<file path="config.mk">
export PLATFORM = sky130hd
export DESIGN_NAME = job_ready_queue_scheduler
export DESIGN_NICKNAME = d
export VERILOG_FILES = /design/src/rtl/jrqs_pkg.sv /design/src/rtl/job_ready_queue_scheduler.sv
export SDC_FILE = /design/constraint.sdc
export NUM_CORES = 2
export LEC_CHECK = 0
export BUFFER_PORTS_ARGS = -buffer_cell sky130_fd_sc_hd__buf_2
export CAP_MARGIN = 0
export CORE_AREA = 3 3 442 662
export DETAILED_ROUTE_END_ITERATION = 8
export DIE_AREA = 0 0 445 665
export GPL_TIMING_DRIVEN = 0
export HOLD_SLACK_MARGIN = 0.02
export MAX_ROUTING_LAYER = met4
export SLEW_MARGIN = 20
export SYNTH_ARGS = -nofsm -noshare
export SYNTH_HDL_FRONTEND = slang
export SYNTH_SLANG_ARGS = --single-unit
</file>
<file path="constraint.sdc">
create_clock -name clk -period 21.9 [get_ports clk]
set_input_delay 0 -clock clk [delete_from_list [all_inputs] [get_ports clk]]
set_output_delay 0 -clock clk [all_outputs]
set_load 0.02 [all_outputs]
</file>
<file path="src/rtl/jrqs_pkg.sv">
// Shared types, register indexes and key selection for the job ready-queue scheduler.
// This package has no dependencies. The scheduler top level uses it.
package jrqs_pkg;

  localparam int unsigned DEF_QUEUE_DEPTH = 16;

  // Configuration register indexes.
  localparam logic [1:0] REG_POLICY_MODE    = 2'd0;
  localparam logic [1:0] REG_PREEMPT_ENABLE = 2'd1;
  localparam logic [1:0] REG_QUANTUM_LENGTH = 2'd2;

  // Policy modes.
  localparam logic [1:0] MODE_FCFS     = 2'd0;
  localparam logic [1:0] MODE_SJF      = 2'd1;
  localparam logic [1:0] MODE_PRIORITY = 2'd2;
  localparam logic [1:0] MODE_RR       = 2'd3;

  // Input function codes.
  localparam logic FUNC_ENQUEUE = 1'b0;
  localparam logic FUNC_TICK    = 1'b1;

  localparam logic [15:0] TIME_MAX = 16'hFFFF;

  // One queued or running job.
  typedef struct packed {
    logic [7:0]  job;
    logic [15:0] arrival;
    logic [15:0] remaining;
    logic [15:0] burst;
    logic [7:0]  priority_val;
    logic [15:0] started;
  } entry_t;

  // One result item.
  typedef struct packed {
    logic        accepted;
    logic [4:0]  queue_position;
    logic [7:0]  running_job;
    logic        cpu_idle;
    logic [15:0] time_now;
    logic        finished_valid;
    logic [7:0]  finished_job;
    logic [15:0] waiting_ticks;
    logic [15:0] turnaround_ticks;
    logic [15:0] response_ticks;
    logic        all_done;
  } result_t;

  typedef enum logic [3:0] {
    S_IDLE, S_SCAN_RD, S_SCAN_CMP, S_SHUP_RD, S_SHUP_WR, S_INS_WR,
    S_HEAD_RD, S_HEAD_GET, S_SHDN_RD, S_SHDN_WR, S_TICK, S_PRE_RD, S_PRE_CMP, S_OUT
  } state_t;

  // What follows once the queue head has been taken onto the CPU.
  typedef enum logic [2:0] {
    CTX_ENQ, CTX_PRE_TICK, CTX_AFTER_DONE, CTX_RR_SWAP, CTX_PREEMPT
  } ctx_t;

  // Sort key of a job under the given policy.
  function automatic logic [15:0] key_of(input logic [1:0] mode, input entry_t e);
    logic [15:0] k;
    if (mode == MODE_SJF) k = e.remaining;
    else if (mode == MODE_PRIORITY) k = {8'd0, e.priority_val};
    else k = e.arrival;
    return k;
  endfunction

  // Difference that reads 0 where it would be negative.
  function automatic logic [15:0] diff_sat(input logic [15:0] a, input logic [15:0] b);
    return (a > b) ? (a - b) : 16'd0;
  endfunction

endpackage

</file>
<file path="src/rtl/job_ready_queue_scheduler.sv">
// Top level of the job ready-queue scheduler: sequencer, queue memory and running job.
// Depends on jrqs_pkg for the entry and result types, codes and key selection.
//
// Channel | Direction | Handshake             | Payload
// in_     | input     | in_valid / in_ready   | func, job, times, priority, pending flag
// out_    | output    | out_valid / out_ready | one result item per input item
// cfg_    | input     | cfg_valid / cfg_ready | register index and write data
//
// Items are taken one at a time. All queue traffic goes through one write port and one
// registered read port, one slot moved or compared at a time. Reset is synchronous and
// clears control state and configuration. The result waits in the output register while
// out_ready is low; the next item is taken only after it has been loaded there.
module job_ready_queue_scheduler #(
  parameter int unsigned QUEUE_DEPTH = jrqs_pkg::DEF_QUEUE_DEPTH
) (
  input  logic        clk,
  input  logic        rst_n,
  input  logic        in_valid,
  output logic        in_ready,
  input  logic        in_func,
  input  logic [7:0]  in_job_id,
  input  logic [15:0] in_arrival_time,
  input  logic [15:0] in_burst_length,
  input  logic [7:0]  in_job_priority,
  input  logic        in_more_pending,
  output logic        out_valid,
  input  logic        out_ready,
  output logic        out_accepted,
  output logic [4:0]  out_queue_position,
  output logic [7:0]  out_running_job,
  output logic        out_cpu_idle,
  output logic [15:0] out_time_now,
  output logic        out_finished_valid,
  output logic [7:0]  out_finished_job,
  output logic [15:0] out_waiting_ticks,
  output logic [15:0] out_turnaround_ticks,
  output logic [15:0] out_response_ticks,
  output logic        out_all_done,
  input  logic        cfg_valid,
  output logic        cfg_ready,
  input  logic [1:0]  cfg_index,
  input  logic [15:0] cfg_data
);

  localparam int unsigned CW = $clog2(QUEUE_DEPTH + 1);
  localparam int unsigned AW = $clog2(QUEUE_DEPTH);

  jrqs_pkg::state_t  state_r, state_nxt;
  jrqs_pkg::ctx_t    ctx_r, ctx_nxt;
  jrqs_pkg::entry_t  cur_r, cur_nxt;
  jrqs_pkg::entry_t  nw_r, nw_nxt;
  jrqs_pkg::entry_t  rd_data_r;
  jrqs_pkg::result_t res_r, res_nxt;
  jrqs_pkg::result_t out_r, out_nxt;
  jrqs_pkg::entry_t  mem [QUEUE_DEPTH];

  logic [CW-1:0] count_r, count_nxt;
  logic [CW-1:0] idx_r, idx_nxt;
  logic [CW-1:0] pos_r, pos_nxt;
  logic [15:0]   clk_ticks_r, clk_ticks_nxt;
  logic [15:0]   slice_r, slice_nxt;
  logic [15:0]   idle_r, idle_nxt;
  logic          out_valid_r, out_valid_nxt;
  logic [1:0]    mode_r;
  logic          preempt_r;
  logic [15:0]   quantum_r;

  logic [CW-1:0]    rd_addr;
  logic             we;
  logic [CW-1:0]    wa;
  jrqs_pkg::entry_t wd;

  // Tick arithmetic on the running job.
  logic [15:0]      tk_clk, tk_rem, tk_slice, tk_turn;
  logic             tk_expired;
  jrqs_pkg::entry_t head_job;

  // Configuration writes are always taken.
  assign cfg_ready = 1'b1;

  always_ff @(posedge clk) begin
    if (!rst_n) begin
      mode_r    <= jrqs_pkg::MODE_FCFS;
      preempt_r <= 1'b0;
      quantum_r <= 16'd0;
    end else if (cfg_valid) begin
      unique case (cfg_index)
        jrqs_pkg::REG_POLICY_MODE:    mode_r <= cfg_data[1:0];
        jrqs_pkg::REG_PREEMPT_ENABLE: preempt_r <= cfg_data[0];
        jrqs_pkg::REG_QUANTUM_LENGTH: quantum_r <= cfg_data;
        default: ;
      endcase
    end
  end

  // Queue memory: one write port, one registered read port.
  always_ff @(posedge clk) begin
    if (we) mem[wa[AW-1:0]] <= wd;
    rd_data_r <= mem[rd_addr[AW-1:0]];
  end

  // State and control registers.
  always_ff @(posedge clk) begin
    if (!rst_n) begin
      state_r     <= jrqs_pkg::S_IDLE;
      ctx_r       <= jrqs_pkg::CTX_ENQ;
      count_r     <= '0;
      cur_r       <= '0;
      clk_ticks_r <= 16'd0;
      slice_r     <= 16'd0;
      idle_r      <= 16'd0;
      out_valid_r <= 1'b0;
    end else begin
      state_r     <= state_nxt;
      ctx_r       <= ctx_nxt;
      count_r     <= count_nxt;
      cur_r       <= cur_nxt;
      clk_ticks_r <= clk_ticks_nxt;
      slice_r     <= slice_nxt;
      idle_r      <= idle_nxt;
      out_valid_r <= out_valid_nxt;
    end
  end

  // Payload registers.
  always_ff @(posedge clk) begin
    nw_r  <= nw_nxt;
    res_r <= res_nxt;
    out_r <= out_nxt;
    idx_r <= idx_nxt;
    pos_r <= pos_nxt;
  end

  // Tick arithmetic and the head taken onto the CPU.
  always_comb begin
    tk_clk   = (clk_ticks_r < jrqs_pkg::TIME_MAX) ? clk_ticks_r + 16'd1 : clk_ticks_r;
    tk_rem   = (cur_r.remaining != 16'd0) ? cur_r.remaining - 16'd1 : 16'd0;
    tk_slice = (slice_r != 16'd0) ? slice_r - 16'd1 : 16'd0;
    tk_expired = (slice_r == 16'd1);
    tk_turn  = jrqs_pkg::diff_sat(tk_clk, cur_r.arrival);
    head_job = rd_data_r;
    if (rd_data_r.remaining == rd_data_r.burst) head_job.started = clk_ticks_r;
  end

  // Sequencer.
  always_comb begin
    state_nxt     = state_r;
    ctx_nxt       = ctx_r;
    count_nxt     = count_r;
    cur_nxt       = cur_r;
    nw_nxt        = nw_r;
    res_nxt       = res_r;
    out_nxt       = out_r;
    idx_nxt       = idx_r;
    pos_nxt       = pos_r;
    clk_ticks_nxt = clk_ticks_r;
    slice_nxt     = slice_r;
    idle_nxt      = idle_r;
    out_valid_nxt = out_valid_r;
    rd_addr       = idx_r;
    we            = 1'b0;
    wa            = pos_r;
    wd            = nw_r;
    in_ready      = (state_r == jrqs_pkg::S_IDLE);

    if (out_valid_r && out_ready) out_valid_nxt = 1'b0;

    unique case (state_r)
      jrqs_pkg::S_IDLE: begin
        if (in_valid) begin
          res_nxt = '0;
          nw_nxt.job          = in_job_id;
          nw_nxt.arrival      = in_arrival_time;
          nw_nxt.remaining    = in_burst_length;
          nw_nxt.burst        = in_burst_length;
          nw_nxt.priority_val = in_job_priority;
          nw_nxt.started      = 16'd0;
          idx_nxt = '0;
          pos_nxt = '0;
          if (in_func == jrqs_pkg::FUNC_ENQUEUE) begin
            ctx_nxt = jrqs_pkg::CTX_ENQ;
            if (in_job_id == 8'd0 || in_arrival_time > clk_ticks_r ||
                count_r == CW'(QUEUE_DEPTH)) begin
              state_nxt = jrqs_pkg::S_OUT;
            end else if (count_r == '0) begin
              state_nxt = jrqs_pkg::S_INS_WR;
            end else begin
              state_nxt = jrqs_pkg::S_SCAN_RD;
            end
          end else begin
            ctx_nxt = jrqs_pkg::CTX_PRE_TICK;
            if (cur_r.job == 8'd0 && count_r != '0) state_nxt = jrqs_pkg::S_HEAD_RD;
            else state_nxt = jrqs_pkg::S_TICK;
            res_nxt.all_done = !in_more_pending;
          end
        end
      end

      // Find the first slot whose key is strictly larger.
      jrqs_pkg::S_SCAN_RD: begin
        rd_addr   = idx_r;
        state_nxt = jrqs_pkg::S_SCAN_CMP;
      end
      jrqs_pkg::S_SCAN_CMP: begin
        if (jrqs_pkg::key_of(mode_r, nw_r) < jrqs_pkg::key_of(mode_r, rd_data_r)) begin
          pos_nxt   = idx_r;
          idx_nxt   = count_r;
          state_nxt = jrqs_pkg::S_SHUP_RD;
        end else if (idx_r + CW'(1) == count_r) begin
          pos_nxt   = count_r;
          state_nxt = jrqs_pkg::S_INS_WR;
        end else begin
          idx_nxt   = idx_r + CW'(1);
          state_nxt = jrqs_pkg::S_SCAN_RD;
        end
      end

      // Open a gap at the insertion point, moving slots up from the tail.
      jrqs_pkg::S_SHUP_RD: begin
        rd_addr   = idx_r - CW'(1);
        state_nxt = jrqs_pkg::S_SHUP_WR;
      end
      jrqs_pkg::S_SHUP_WR: begin
        we      = 1'b1;
        wa      = idx_r;
        wd      = rd_data_r;
        idx_nxt = idx_r - CW'(1);
        if (idx_r - CW'(1) == pos_r) state_nxt = jrqs_pkg::S_INS_WR;
        else state_nxt = jrqs_pkg::S_SHUP_RD;
      end

      jrqs_pkg::S_INS_WR: begin
        we        = 1'b1;
        wa        = pos_r;
        wd        = nw_r;
        count_nxt = count_r + CW'(1);
        if (ctx_r == jrqs_pkg::CTX_ENQ) begin
          res_nxt.accepted       = 1'b1;
          res_nxt.queue_position = 5'(pos_r);
        end
        state_nxt = jrqs_pkg::S_OUT;
      end

      // Take the queue head onto the CPU.
      jrqs_pkg::S_HEAD_RD: begin
        rd_addr   = '0;
        state_nxt = jrqs_pkg::S_HEAD_GET;
      end
      jrqs_pkg::S_HEAD_GET: begin
        cur_nxt   = head_job;
        slice_nxt = quantum_r;
        if (ctx_r == jrqs_pkg::CTX_PREEMPT) begin
          // The preempted job takes the head slot directly.
          we        = 1'b1;
          wa        = '0;
          wd        = nw_r;
          state_nxt = jrqs_pkg::S_OUT;
        end else begin
          count_nxt = count_r - CW'(1);
          idx_nxt   = CW'(1);
          if (count_r > CW'(1)) state_nxt = jrqs_pkg::S_SHDN_RD;
          else begin
            pos_nxt = count_r - CW'(1);
            priority case (ctx_r)
              jrqs_pkg::CTX_PRE_TICK: state_nxt = jrqs_pkg::S_TICK;
              jrqs_pkg::CTX_RR_SWAP:  state_nxt = jrqs_pkg::S_INS_WR;
              default:                state_nxt = jrqs_pkg::S_OUT;
            endcase
          end
        end
      end

      // Close the gap at the head, moving slots down.
      jrqs_pkg::S_SHDN_RD: begin
        rd_addr   = idx_r;
        state_nxt = jrqs_pkg::S_SHDN_WR;
      end
      jrqs_pkg::S_SHDN_WR: begin
        we      = 1'b1;
        wa      = idx_r - CW'(1);
        wd      = rd_data_r;
        idx_nxt = idx_r + CW'(1);
        if (idx_r == count_r) begin
          pos_nxt = count_r;
          priority case (ctx_r)
            jrqs_pkg::CTX_PRE_TICK: state_nxt = jrqs_pkg::S_TICK;
            jrqs_pkg::CTX_RR_SWAP:  state_nxt = jrqs_pkg::S_INS_WR;
            default:                state_nxt = jrqs_pkg::S_OUT;
          endcase
        end else begin
          state_nxt = jrqs_pkg::S_SHDN_RD;
        end
      end

      // Run the current job for one tick, or pass an idle tick.
      jrqs_pkg::S_TICK: begin
        state_nxt = jrqs_pkg::S_OUT;
        if (cur_r.job != 8'd0) begin
          res_nxt.all_done = 1'b0;
          clk_ticks_nxt    = tk_clk;
          cur_nxt.remaining = tk_rem;
          slice_nxt        = tk_slice;
          if (tk_rem == 16'd0) begin
            res_nxt.finished_valid   = 1'b1;
            res_nxt.finished_job     = cur_r.job;
            res_nxt.turnaround_ticks = tk_turn;
            res_nxt.waiting_ticks    = jrqs_pkg::diff_sat(tk_turn, cur_r.burst);
            res_nxt.response_ticks   = jrqs_pkg::diff_sat(cur_r.started, cur_r.arrival);
            cur_nxt.job = 8'd0;
            if (count_r != '0) begin
              ctx_nxt   = jrqs_pkg::CTX_AFTER_DONE;
              state_nxt = jrqs_pkg::S_HEAD_RD;
            end
          end else if (mode_r != jrqs_pkg::MODE_RR && preempt_r && count_r != '0) begin
            nw_nxt           = cur_r;
            nw_nxt.remaining = tk_rem;
            state_nxt        = jrqs_pkg::S_PRE_RD;
          end else if (mode_r == jrqs_pkg::MODE_RR && tk_expired) begin
            if (count_r == '0) slice_nxt = quantum_r;
            else begin
              nw_nxt           = cur_r;
              nw_nxt.remaining = tk_rem;
              ctx_nxt          = jrqs_pkg::CTX_RR_SWAP;
              state_nxt        = jrqs_pkg::S_HEAD_RD;
            end
          end
        end else begin
          res_nxt.cpu_idle = 1'b1;
          if (!res_r.all_done) begin
            if (idle_r < jrqs_pkg::TIME_MAX) idle_nxt = idle_r + 16'd1;
            clk_ticks_nxt = tk_clk;
          end
        end
      end

      // Compare the queue head against the running job.
      jrqs_pkg::S_PRE_RD: begin
        rd_addr   = '0;
        state_nxt = jrqs_pkg::S_PRE_CMP;
      end
      jrqs_pkg::S_PRE_CMP: begin
        if (jrqs_pkg::key_of(mode_r, rd_data_r) < jrqs_pkg::key_of(mode_r, cur_r)) begin
          ctx_nxt   = jrqs_pkg::CTX_PREEMPT;
          state_nxt = jrqs_pkg::S_HEAD_GET;
        end else begin
          state_nxt = jrqs_pkg::S_OUT;
        end
      end

      // Load the result once the output register is free.
      jrqs_pkg::S_OUT: begin
        if (!out_valid_r || out_ready) begin
          out_nxt             = res_r;
          out_nxt.running_job = cur_r.job;
          out_nxt.time_now    = clk_ticks_r;
          out_valid_nxt       = 1'b1;
          state_nxt           = jrqs_pkg::S_IDLE;
        end
      end

      default: state_nxt = jrqs_pkg::S_IDLE;
    endcase
  end

  assign out_valid            = out_valid_r;
  assign out_accepted         = out_r.accepted;
  assign out_queue_position   = out_r.queue_position;
  assign out_running_job      = out_r.running_job;
  assign out_cpu_idle         = out_r.cpu_idle;
  assign out_time_now         = out_r.time_now;
  assign out_finished_valid   = out_r.finished_valid;
  assign out_finished_job     = out_r.finished_job;
  assign out_waiting_ticks    = out_r.waiting_ticks;
  assign out_turnaround_ticks = out_r.turnaround_ticks;
  assign out_response_ticks   = out_r.response_ticks;
  assign out_all_done         = out_r.all_done;

endmodule
</file>
Word-level counts from Yosys, hierarchy flattened
Memory sizes are Yosys's and may differ from the RTL's. A register that Yosys moved wholly into a read port is not among the register bits.
Index checks and enable logic that the tools add are counted.
Widths: inputs -> output; s select.

word-level totals
  flip-flop bits (word level) = 388
  memory bits (writable) = 1,280
  input port bits = 73
  logic and storage cells = 259
  memories kept = 1

memory list
  memory  depth  width  read ports  clocked after Yosys merged registers in  wr ports  RTL line                         source
  mem     16     80     1           1                                        1         job_ready_queue_scheduler.sv:55  jrqs_pkg::entry_t mem [QUEUE_DEPTH];

cells by class
  add/subtract/negate cells = 10
  order comparisons = 8
  equality and inequality tests = 48
  mux-type cells = 101
  reduce and logical (&&, ||, !) cells = 48

operators by type and width
  cell                   count
  $mux 80                7
  $mux 16                25
  $pmux 80 s2            1
  $pmux 58 s2            1
  $mux 89                1
  $gt 16x16->1           4
  $mux 4                 16
  $pmux 16 s2            2
  $mux 58                1
  $mux 57                1
  $pmux 4 s14            1
  $mux 5                 10
  $sub 16x16->16         3
  $mux 3                 12
  $lt 16x16->1           2
  $reduce_bool 16->1     2
  $sub 16x1->16 const B  2
  $pmux 5 s5             1
  $eq 4x4->1 const B     6
  $ne 2x2->1 const B     12
  $ne 3x3->1 const B     8
  $pmux 5 s4             1
  $add 16x1->16 const B  1
  $eq 16x1->1 const B    1
  47 further kinds       94

Depth between registers and ports, before layout
  depth after elaboration = 9
  depth in mapped cells = 27
  depth with buffers taken out = 24

Least setup slack after synthesis
No wires, ideal clock.

  path kind = register to register
  start point = register state_r[2]
  end point = register out_r (netlist bit out_accepted) (enable)
  setup time = 0.646 ns
  arrival time = 6.934 ns
  required time = 21.254 ns
  setup slack = 14.320 ns
  stages on the path, launching flop included = 5
  path buffers = 2
  path through = dfxtp_1 buf_2 clkbuf_1 nand2_1 nor3_1

on the way
  word-level cells in the longest chain between the ends = 2

RTL lines
  what                               RTL line                          source
  start, declared                    job_ready_queue_scheduler.sv:48   jrqs_pkg::state_t state_r, state_nxt;
  start signal, assigned             job_ready_queue_scheduler.sv:105  state_r <= jrqs_pkg::S_IDLE;
  start signal, assigned             job_ready_queue_scheduler.sv:114  state_r <= state_nxt;
  $eq 4x4->1                         job_ready_queue_scheduler.sv:168  unique case (state_r)
  $reduce_and 2->1 (no source line)  --
  end signal, assigned               job_ready_queue_scheduler.sv:129  out_r <= out_nxt;
  end, declared                      job_ready_queue_scheduler.sv:54   jrqs_pkg::result_t out_r, out_nxt;

No other way between the ends.
A chain may end at the register's enable or synchronous reset.

Final worst setup path
  start point = register clk_ticks_r[4]
  end point = register res_r[36] in the netlist's numbering (data pin)

on the way
  word-level cells in the longest chain between the ends = 9
  elaborated cells between the ends (all ways) = 12
  classes of those cells = add/sub (3); order compare (3); mux (6)

RTL lines
  what                                                   RTL line                          source
  start, declared                                        job_ready_queue_scheduler.sv:60   logic [15:0] clk_ticks_r, clk_ticks_nxt;
  start signal, assigned                                 job_ready_queue_scheduler.sv:118  clk_ticks_r <= clk_ticks_nxt;
  $add 16x1->16 / $lt 16x16->1 (equally long branches)   job_ready_queue_scheduler.sv:136  tk_clk = (clk_ticks_r < jrqs_pkg::TIME_MAX) ? clk_ticks_r + 16'd1 : clk_ticks_r;
  $mux 16 *                                              job_ready_queue_scheduler.sv:136
  $sub 16x16->16 / $gt 16x16->1 (equally long branches)  jrqs_pkg.sv:70                    return (a > b) ? (a - b) : 16'd0;
  $mux 16 *                                              jrqs_pkg.sv:70
  net tk_turn[6]                                         job_ready_queue_scheduler.sv:74   logic [15:0] tk_clk, tk_rem, tk_slice, tk_turn;
  $gt 16x16->1 *                                         jrqs_pkg.sv:70
  $mux 16 *                                              jrqs_pkg.sv:70
  $mux 57 *                                              job_ready_queue_scheduler.sv:303  if (tk_rem == 16'd0) begin
  $mux 58 *                                              job_ready_queue_scheduler.sv:298  if (cur_r.job != 8'd0) begin
  $pmux 58 s2 *                                          job_ready_queue_scheduler.sv:168
  end signal, assigned                                   job_ready_queue_scheduler.sv:128  res_r <= res_nxt;
  end, declared                                          job_ready_queue_scheduler.sv:53   jrqs_pkg::result_t res_r, res_nxt;

The timed path passes the listed nets; every way through them passes the cells marked *. The select of a mux whose other input is x is not followed.

==> results.md <==
Status:
- The run finished with clean final reports.

STA:
- The final worst-path cycle share is about 41%.
- Headroom to the max-slew limit came out at approximately a quarter.
- The number of pins exceeding their max-slew limit in the final report was 0.
- The smallest clock period supported by the final layout is computed as ~8900 ps.
- The summed negative setup slack over all endpoints is 0 ps.
- Timing would allow up to between 100 and 150 MHz.
- The worst setup skew after layout is ~65 ps.
- Setup repair after global routing left no endpoint under its margin.
- The final number of setup-violating endpoints is 0.
- The transition time of the tightest slew-check pin is about 1100 ps.
- The final hold violation count is 0.
- The tightest hold margin is 73.70 ps.

Detailed routing:
- The number of detailed-route iterations in the first pass is 6.
- The first-iteration detailed-routing DRC count is around 4000.
- The number of nets with antenna violations after detailed routing is 0.
- The average routed wire per standard cell is 26.19 um.
- Across all layers, the routed design uses 42960 vias.
- The post-route DRC violation count is 0.
- In the routed layout, each cell is associated on average with a via count of between 4 and 5.
- The final layout contains routed wiring with a total length of approximately 230000 um.

Synth:
- Summing every instance area after synthesis gives approximately 0.07 mm^2.
- The count of distinct cell types in the synthesized netlist is 82.
- In this run, synthesis inferred about 1500 flip-flops with an integrated enable.
- The number of instances in the synthesized netlist is roughly 4400.
- The warning count from the yosys run is 0.
- Counting every net in the synthesized netlist gives approximately 4600.
- The share of flip-flops with an asynchronous set or reset after synthesis is 0%.
- For this run, the leading register cell type out of synthesis is sky130_fd_sc_hd__edfxtp_1.
- A synthesized cell averages roughly 16 um^2.
- The synthesized design contains around 1700 register bits.
- The share of the Yosys chip area taken by registers is a little over two thirds.

Clocking:
- Clock tree synthesis selected as its root buffer the cell sky130_fd_sc_hd__clkbuf_16.
- Clock tree synthesis found a total of 1748 sinks.
- The worst-skew pair later-pin latency is around 840 ps.
- Once the clock tree was built, the resizer swapped 0 gates to a different size.
- The CTS tree is built.
- The clock-pin slew on the worst setup and hold paths is around 70 ps.
- The total clock buffers created by CTS is roughly 160.
- The buffer depth of the longest clock path is 4.
- The setup fix buffers added after clock tree synthesis is 0.
- The H-tree generated during clock tree synthesis spans 4 levels.

Floorplan:
- From bottom edge to top edge, the die measures between 600 and 700 um.
- The core region is around 0.29 mm^2.
- The floorplan step defined a die boundary enclosing around 0.30 mm^2.
- During I/O placement, the number of pins put on the boundary was around 170.
- For this configuration, the core starts out at a cell density of between 20% and 30%.
- The site row count is around 240.
- From left edge to right edge, the die measures about 450 um.

Global route:
- The first global-routing pass estimated around 330000 um of wire.
- The pin count of the biggest net entering global routing is 23.
- The total overflow reported by the global router is 0.
- Across every metal layer, demand over resource in global routing totals between 15 and 20%.
- The initial antenna violation count is 24.
- The via count of the first global-routing pass came to 43490.

Setup path:
- The worst-path maximum fanout is 10.
- The class of the most critical setup path is reg2reg.
- The nature of the critical path endpoint is a flip-flop.
- STA classifies the critical path startpoint as a flip-flop.
- Data on the critical path arrives at its endpoint at ~9400 ps.
- At the worst endpoint, the required time is 22380 ps.

Worst hold path:
- In this run the worst hold path is classified as in2reg.

Pwr:
- The total power density per cell area is 125.8 mW/mm^2.
- The reported leakage power is around 28 nW.
- The maximum VDD drop is 0.06845 mV.

Final layout:
- The net count of the finished layout is ~5000.
- The growth of design area from synthesis to finish is 20.17%.
- The most common cell after layout, fill and taps aside is sky130_fd_sc_hd__edfxtp_1.
- The share of cells above drive strength 1 is between 20% and 30%.
- The library cells used most frequently in the layout, excluding fill and tap cells, are sky130_fd_sc_hd__edfxtp_1, sky130_fd_sc_hd__nand2_1, sky130_fd_sc_hd__mux4_2.

Run:
- Across the run, the number of max-cap violations was 0.

Placed design:
- The weighted congestion reported at the end of routability-driven placement is ~0.98.
- Input and output buffers added on the ports amount to 163.
- Once detailed placement completed, the half-perimeter wirelength came to between 150000 and 200000 um.
## report_power, final
| group | internal [W] | total [W] | switching, W |
|---|---|---|---|
| Sequential | 0.00436 | 0.00466 | 0.000298 |
| Clock | 0.00156 | 0.00283 | 0.00127 |
| Combinational | 0.00129 | 0.00334 | 0.00205 |
## Yosys cell counts, types with 19 or more instances
library cell / number / share of area (%)
sky130_fd_sc_hd__nand2b_1: 19 / 0.17
sky130_fd_sc_hd__nor4_1: 24 / 0.21
sky130_fd_sc_hd__nand4_1: 22 / 0.19
sky130_fd_sc_hd__ha_1: 103 / 1.8
sky130_fd_sc_hd__o21a_1: 23 / 0.24
sky130_fd_sc_hd__o21ai_0: 155 / 1.1
sky130_fd_sc_hd__a31oi_1: 19 / 0.17
sky130_fd_sc_hd__mux2i_1: 42 / 0.59
sky130_fd_sc_hd__nor2_1: 196 / 1.0
sky130_fd_sc_hd__mux2_2: 114 / 1.8
sky130_fd_sc_hd__a211oi_1: 25 / 0.26
sky130_fd_sc_hd__buf_2: 47 / 0.33
sky130_fd_sc_hd__and2_1: 19 / 0.17
sky130_fd_sc_hd__nor2b_1: 28 / 0.24
sky130_fd_sc_hd__a21oi_1: 162 / 1.1
sky130_fd_sc_hd__a22oi_1: 191 / 2.0
sky130_fd_sc_hd__xnor2_1: 56 / 0.68
sky130_fd_sc_hd__o211ai_1: 29 / 0.30
sky130_fd_sc_hd__nor3_1: 46 / 0.32
sky130_fd_sc_hd__nand2_1: 413 / 2.2
sky130_fd_sc_hd__a21o_1: 23 / 0.24
sky130_fd_sc_hd__xor2_1: 47 / 0.57
sky130_fd_sc_hd__edfxtp_1: 1524 / 64
sky130_fd_sc_hd__inv_1: 83 / 0.44
sky130_fd_sc_hd__mux4_2: 320 / 10
sky130_fd_sc_hd__nand3_1: 45 / 0.31
sky130_fd_sc_hd__and3_1: 42 / 0.37
sky130_fd_sc_hd__buf_1: 22 / 0.12
sky130_fd_sc_hd__clkbuf_1: 166 / 0.87
sky130_fd_sc_hd__dfxtp_1: 224 / 6.3
## per-layer routing
metal,part of all wire (%),up-vias,wire length [um],GRT usage [%]
met3,5.7,528,13220,2.022
li1,-,18430,-,-
met2,51,1750,118700,27.30
met4,6.6,0,15210,8.733
met5,0,-,0,-
met1,37,22250,84840,17.44
## final timing paths
check | end | from | depth (start not counted) | slack [ps]
worst max-delay path | res_r[36] | clk_ticks_r[4] | 26 | 13010
worst min-delay path | out_valid | out_ready | 5 | 70
worst max register to register | res_r[36] | clk_ticks_r[4] | 26 | 13010
worst min register to register | out_waiting_ticks[11] | res_r[44] | 0 | 410
## through the flow
step | total power, W | area, um^2 | instances | worst slack, ps | utilization, %
floorplan | 0.006632 | 71610 | 4394 | 14320 | -
global placement | 0.007908 | 77140 | 8323 | 9332 | 26.84
detailed placement | 0.008081 | 79680 | 8432 | 13290 | 27.73
CTS | 0.01092 | 86020 | 8841 | 13240 | 29.94
global route | 0.01124 | 86050 | 8851 | 12720 | 29.94
finish | 0.01083 | 86060 | 8854 | 13010 | 29.95
## flip-flops by register name, indices dropped and copies added (netlist names), 8 cells and up
name,cells
clk_ticks_r,16
cur_r,80
head_job,64
mem,1280
nw_r,80
out_finished_job,8
out_response_ticks,16
out_running_job,8
out_time_now,16
out_turnaround_ticks,16
out_waiting_ticks,16
quantum_r,16
rd_data_r,16
res_r,65
slice_r,16
## cell families after synthesis
kind of cell | count (synthesis) | share of synthesized area, %
buffers and inverters | 324 | 1.801
other | 1 | 0.005236
adder cells (fa/ha/maj) | 106 | 1.883
flip-flops | 1748 | 70.16
multiplexers | 476 | 12.44
AND/OR/NAND/NOR | 902 | 5.750
XOR/XNOR | 103 | 1.260
AO/OA/AOI/OAI | 734 | 6.693
## worst max-delay path, stage by stage, from the launching register on
cell	delay, ps
sky130_fd_sc_hd__dfxtp_1	620
sky130_fd_sc_hd__and3_1	220
sky130_fd_sc_hd__buf_2	160
sky130_fd_sc_hd__nand4_1	190
sky130_fd_sc_hd__nor4_4	440
sky130_fd_sc_hd__nand3_1	410
sky130_fd_sc_hd__xnor2_1	630
sky130_fd_sc_hd__ha_1	310
sky130_fd_sc_hd__fa_1	240
sky130_fd_sc_hd__nor2b_1	70
sky130_fd_sc_hd__o31a_1	290
sky130_fd_sc_hd__o31a_1	320
sky130_fd_sc_hd__or4_1	420
sky130_fd_sc_hd__a31oi_1	380
sky130_fd_sc_hd__o21ai_1	260
sky130_fd_sc_hd__nand2_1	160
sky130_fd_sc_hd__buf_2	250
sky130_fd_sc_hd__a211oi_1	110
sky130_fd_sc_hd__ha_1	420
sky130_fd_sc_hd__nand4_1	160
sky130_fd_sc_hd__a211oi_1	340
sky130_fd_sc_hd__o41ai_1	170
sky130_fd_sc_hd__a21oi_1	290
sky130_fd_sc_hd__a41o_1	260
sky130_fd_sc_hd__o21a_1	130
sky130_fd_sc_hd__o21ai_1	280
sky130_fd_sc_hd__nor3b_1	1000
## layout make-up
| type | count | area (um^2) |
|---|---|---|
| Fill cell | 28190 | 201300 |
| Sequential cell | 1748 | 50250 |
| Multi-Input combinational cell | 2322 | 20300 |
| Tap cell | 3766 | 4712 |
| Clock buffer | 220 | 4466 |
| Timing Repair Buffer | 389 | 4294 |
| Buffer | 238 | 977.2 |
| Clock inverter | 72 | 708.2 |
| Inverter | 86 | 322.8 |
| Antenna cell | 13 | 32.53 |
## timing repair
item,in CTS,in global routing
hold buffers,117,0
endpoints found under the hold margin,176,0
endpoints found under the setup margin,0,0
Power figures use the tool's default switching activity.
